==> config.mk <==
export PLATFORM = sky130hd
export DESIGN_NAME = otq_cell
export DESIGN_NICKNAME = d
export VERILOG_FILES = /design/src/rtl/otq_pkg.sv /design/src/rtl/otq_cell.sv
export SDC_FILE = /design/constraint.sdc
export NUM_CORES = 1
export LEC_CHECK = 0
export ABC_AREA = 1
export BUFFER_PORTS_ARGS = -buffer_cell sky130_fd_sc_hd__clkbuf_2
export CELL_PAD_IN_SITES_DETAIL_PLACEMENT = 1
export CELL_PAD_IN_SITES_GLOBAL_PLACEMENT = 1
export CORE_AREA = 2 2 217 219
export CTS_CLUSTER_DIAMETER = 50
export CTS_CLUSTER_SIZE = 10
export DETAILED_ROUTE_END_ITERATION = 8
export DIE_AREA = 0 0 219 221
export GPL_ROUTABILITY_DRIVEN = 0
export GPL_TIMING_DRIVEN = 0
export PLACE_DENSITY_LB_ADDON = 0.1
export SYNTH_ARGS = -nofsm -noshare
export SYNTH_HDL_FRONTEND = slang
export SYNTH_SLANG_ARGS = --single-unit
==> constraint.sdc <==
create_clock -name clk -period 6.2 [get_ports clk]
set_input_delay 0.93 -clock clk [delete_from_list [all_inputs] [get_ports clk]]
set_output_delay 0.93 -clock clk [all_outputs]
set_load 0.03 [all_outputs]
==> src/rtl/otq_pkg.sv <==
// package: types, codes and helpers for the ordered timeout queue
`timescale 1ns / 1ps
package otq_pkg;

  localparam int QUEUE_DEPTH = 16;

  localparam logic [1:0] OP_ADD_ONESHOT  = 2'd0;
  localparam logic [1:0] OP_ADD_PERIODIC = 2'd1;
  localparam logic [1:0] OP_SERVICE      = 2'd2;

  typedef struct packed {
    logic [1:0]  op;
    logic [63:0] now;
    logic [63:0] delay;
    logic [7:0]  handle;
  } otq_cmd_t;

  typedef struct packed {
    logic        fired;
    logic [7:0]  fired_handle;
    logic        spurious;
    logic        dropped;
    logic        has_next;
    logic [63:0] next_due;
  } otq_result_t;

  typedef struct packed {
    logic [63:0] due;
    logic        periodic;
    logic [63:0] period;
    logic [7:0]  handle;
  } otq_slot_t;

  typedef struct packed {
    logic shift;
    logic insert;
  } otq_ctl_t;

  function automatic logic [63:0] sat_add(input logic [63:0] a, input logic [63:0] b);
    logic [64:0] s;
    s = {1'b0, a} + {1'b0, b};
    return s[64] ? {64{1'b1}} : s[63:0];
  endfunction

endpackage

==> src/rtl/otq_cell.sv <==
// one queue cell: holds a slot, shifts toward the head or opens a gap on insert
`timescale 1ns / 1ps
module otq_cell (
  input  logic              clk,
  input  logic              rst,
  input  otq_pkg::otq_ctl_t  ctl,
  input  otq_pkg::otq_slot_t key,
  input  otq_pkg::otq_slot_t left_slot,
  input  logic              left_vld,
  input  logic              left_ins,
  input  otq_pkg::otq_slot_t right_slot,
  input  logic              right_vld,
  output otq_pkg::otq_slot_t slot,
  output logic              vld,
  output logic              ins_here
);
  import otq_pkg::*;

  assign ins_here = !vld || (slot.due >= key.due);

  always_ff @(posedge clk) begin
    if (rst) begin
      vld <= 1'b0;
    end else if (ctl.shift) begin
      vld <= right_vld;
    end else if (ctl.insert) begin
      if (left_ins) begin
        vld <= left_vld;
      end else if (ins_here) begin
        vld <= 1'b1;
      end
    end
  end

  always_ff @(posedge clk) begin
    if (ctl.shift) begin
      slot <= right_slot;
    end else if (ctl.insert) begin
      if (left_ins) begin
        slot <= left_slot;
      end else if (ins_here) begin
        slot <= key;
      end
    end
  end

endmodule

==> run summary <==
outcome: finished, final reports clean
fraction of layout cells with a size suffix above 1: 0.3892
Power Total: 3.146 mW
CTS tree: yes
critical path endpoint category: primary output
fmax: 0.2866 GHz
top-count cell post-synth: nand2_1
Synth top area share: 0.4829
slew margin rel.: 0.5852
Sequential Area: 0.004134 mm2
CP most frequent cell: nand2_1
Pwr Density: 247.5 mW/mm2
Longest Clk Path Bufs: 2
number of fill cells in the layout: 5672
Final min period: 3.490 ns
Root Buffer: clkbuf_16
num ports: 557
Critical-path top delay cell: a211oi_1
max-slew violations: 0
ys flop type: edfxtp_1
sequential share of the synthesized area: 0.4852
Layout Nets: 2044
number of synthesized flops with an enable pin: 137
Die H: 221 um
CP Class: in -> out
multi-input logic area: 0.003812 mm2
Post-CTS Hold Fix Bufs: 0
post_cts resized: 0
CP Buf/Inv Count: 3
syn nets: 1468
Crit path largest cell delay: 0.39 ns
Chip Width: 219 um
Initial Utilization: 0.1850
setup TNS: 0 ns
Worst Max-Slew Pin Slew: 0.6222 ns
port bufs: 556
Critical Path Source Type: input port
critical path's top delay family: simple AND/OR/NAND/NOR gates
Final setup violation count: 0
setup bufs post-CTS: 0
Synth-to-Final Area Change: 49.20%
CP arrival: 2.56 ns
Synth top cells by count: 285 x nand2_1, 215 x nand3_1, 137 x edfxtp_1
Max-Cap Viols: 0
Worst path depth: 10
crit path max fanout: 2
DRT iter0 DRCs: 283
vias in the first global route: 10180
Final ANT Viol Nets: 0
syn avg cell area: 8.640 um2
Congestion Overflow GR: 0
CP required: 5.27 ns
Detailed Route WL: 43250 um
biggest area consumer among synthesized cells: edfxtp_1
synth unique cells: 24
first-pass GRT wire length: 63080 um
largest net degree at the start of global routing: 71
top post-synthesis cells by area: edfxtp_1 48%, nand3_1 13%, nand2_1 13%
area of the die: 0.04840 mm2
DR pass1 iterations: 5
RSZ-0062 raised after global routing: false
WL/cell: 19.77 um
row count: 79
final worst-path cycle share: 0.5628
fin util: 0.2760
mapped cell area: 0.008519 mm2
initial antenna violation count: 9
CTS HTree Levels: 4
# DRC: 0
peak supply drop: 0.1484 mV
worst-skew pair later-pin latency: 0.48 ns
final worst clock skew: 0.01170 ns
Post-synth ARST share: 0
CTS buffer count: 17
P_leak: 6.353 nW
DR vias: 9340
CP Cell Sequence: clkbuf_2 > inv_1 > ha_1 > a211oi_1 > nand2_1 > nor2_1 > nand2_1 > nor2_1 > nand2_1 > clkbuf_2
post-detail-place hpwl: 35130 um
Fin Hold WS: 0.6641 ns
setup slack, reg-to-reg: 3.20 ns
#FFs+latches synth: 138
Hold Crit Depth: 6
Hold Vio Cnt, Final: 0
Worst-path clk slew: 0.06 ns
Core ar.: 0.04606 mm2
total track usage: 0.1784
drt via density: 4.269
Hold WC Path Type: reg -> reg
Gate Count Post-Synth: 986
cell count of the worst reg-to-reg path: 14
Clock Sink Count: 138
synth warn: 0
[per-layer routing]
layer,track usage,vias up,wire (um)
met3,0.05581,46,2965
met2,0.3149,293,22190
li1,-,4593,-
met4,0.06452,6,910
met5,0,-,50
met1,0.2002,4402,17130
[worst min-delay path: stages (launching register included)]
cell and delay (ns):
dfxtp_1 0.32, inv_1 0.07, nand3_1 0.07, nand2_1 0.05, inv_1 0.04, nand2_1 0.04
inv_1 0.04
[power by group]
| group | total, mW | leakage [nW] | internal [mW] | switching (mW) |
|---|---|---|---|---|
| Sequential | 1.20 | 1.43 | 1.16 | 0.0438 |
| Combinational | 0.839 | 4.64 | 0.282 | 0.557 |
| Clock | 1.11 | 0.284 | 0.631 | 0.476 |
| Total | 3.15 | 6.35 | 2.07 | 1.08 |
[cells by family (layout without fill, tap and decap cells)]
logic type,Yosys count,count (layout),share of synthesized area
compound gates,98,98,0.07930
fa+ha+maj,64,64,0.09399
buf+inv,148,737,0.06726
flops,138,138,0.4852
other cells,0,6,0
simple gates,538,538,0.2742
[flip-flops by register name, summed over array words and instances (netlist names)]
register	flops
slot	137
vld	1
[path summary, 6_finish.rpt]
kind | from | end
setup reg to reg | slot[88] | slot[31]
hold reg to reg | vld | vld
hold / removal | vld | vld
setup / recovery | key[136] | ins_here
[metrics by stage]
step / cells / setup slack, ns / instance area, um2
global route: 2188 / 2.500 / 12710
detailed placement: 2150 / 2.362 / 12100
floorplan: 986 / 1.112 / 8519
finish: 2188 / 2.710 / 12710
CTS: 2182 / 2.606 / 12700
global placement: 2149 / -1.478 / 12060
[cells in the final DEF, fill, tap and decap left out, types with 2 or more instances in the layout]
cell type	n
clkbuf_2	556
nand2_1	285
nand3_1	215
edfxtp_1	137
inv_1	84
ha_1	64
o211ai_1	63
clkbuf_1	36
nor2_1	26
a21oi_1	23
clkbuf_16	17
buf_2	11
buf_1	11
diode_2	6
nand3_2	5
inv_2	4
nand4_1	4
clkinvlp_4	4
o21ai_0	3
o21ai_1	3
clkinv_2	3
inv_6	3
bufinv_16	3
o21a_1	2
a21o_1	2
nor2_2	2
[cell type report]
class,count,area share
inverter,89,0.02687
sequential,138,0.3252
clock inverter,15,0.01368
clock buffer,17,0.03347
antenna,6,0.001181
timing repair buffer,557,0.2211
buffer,59,0.01880
multi-input combinational,700,0.2999
tap,607,0.05975
No activity file was read; power rests on OpenSTA's default activity.
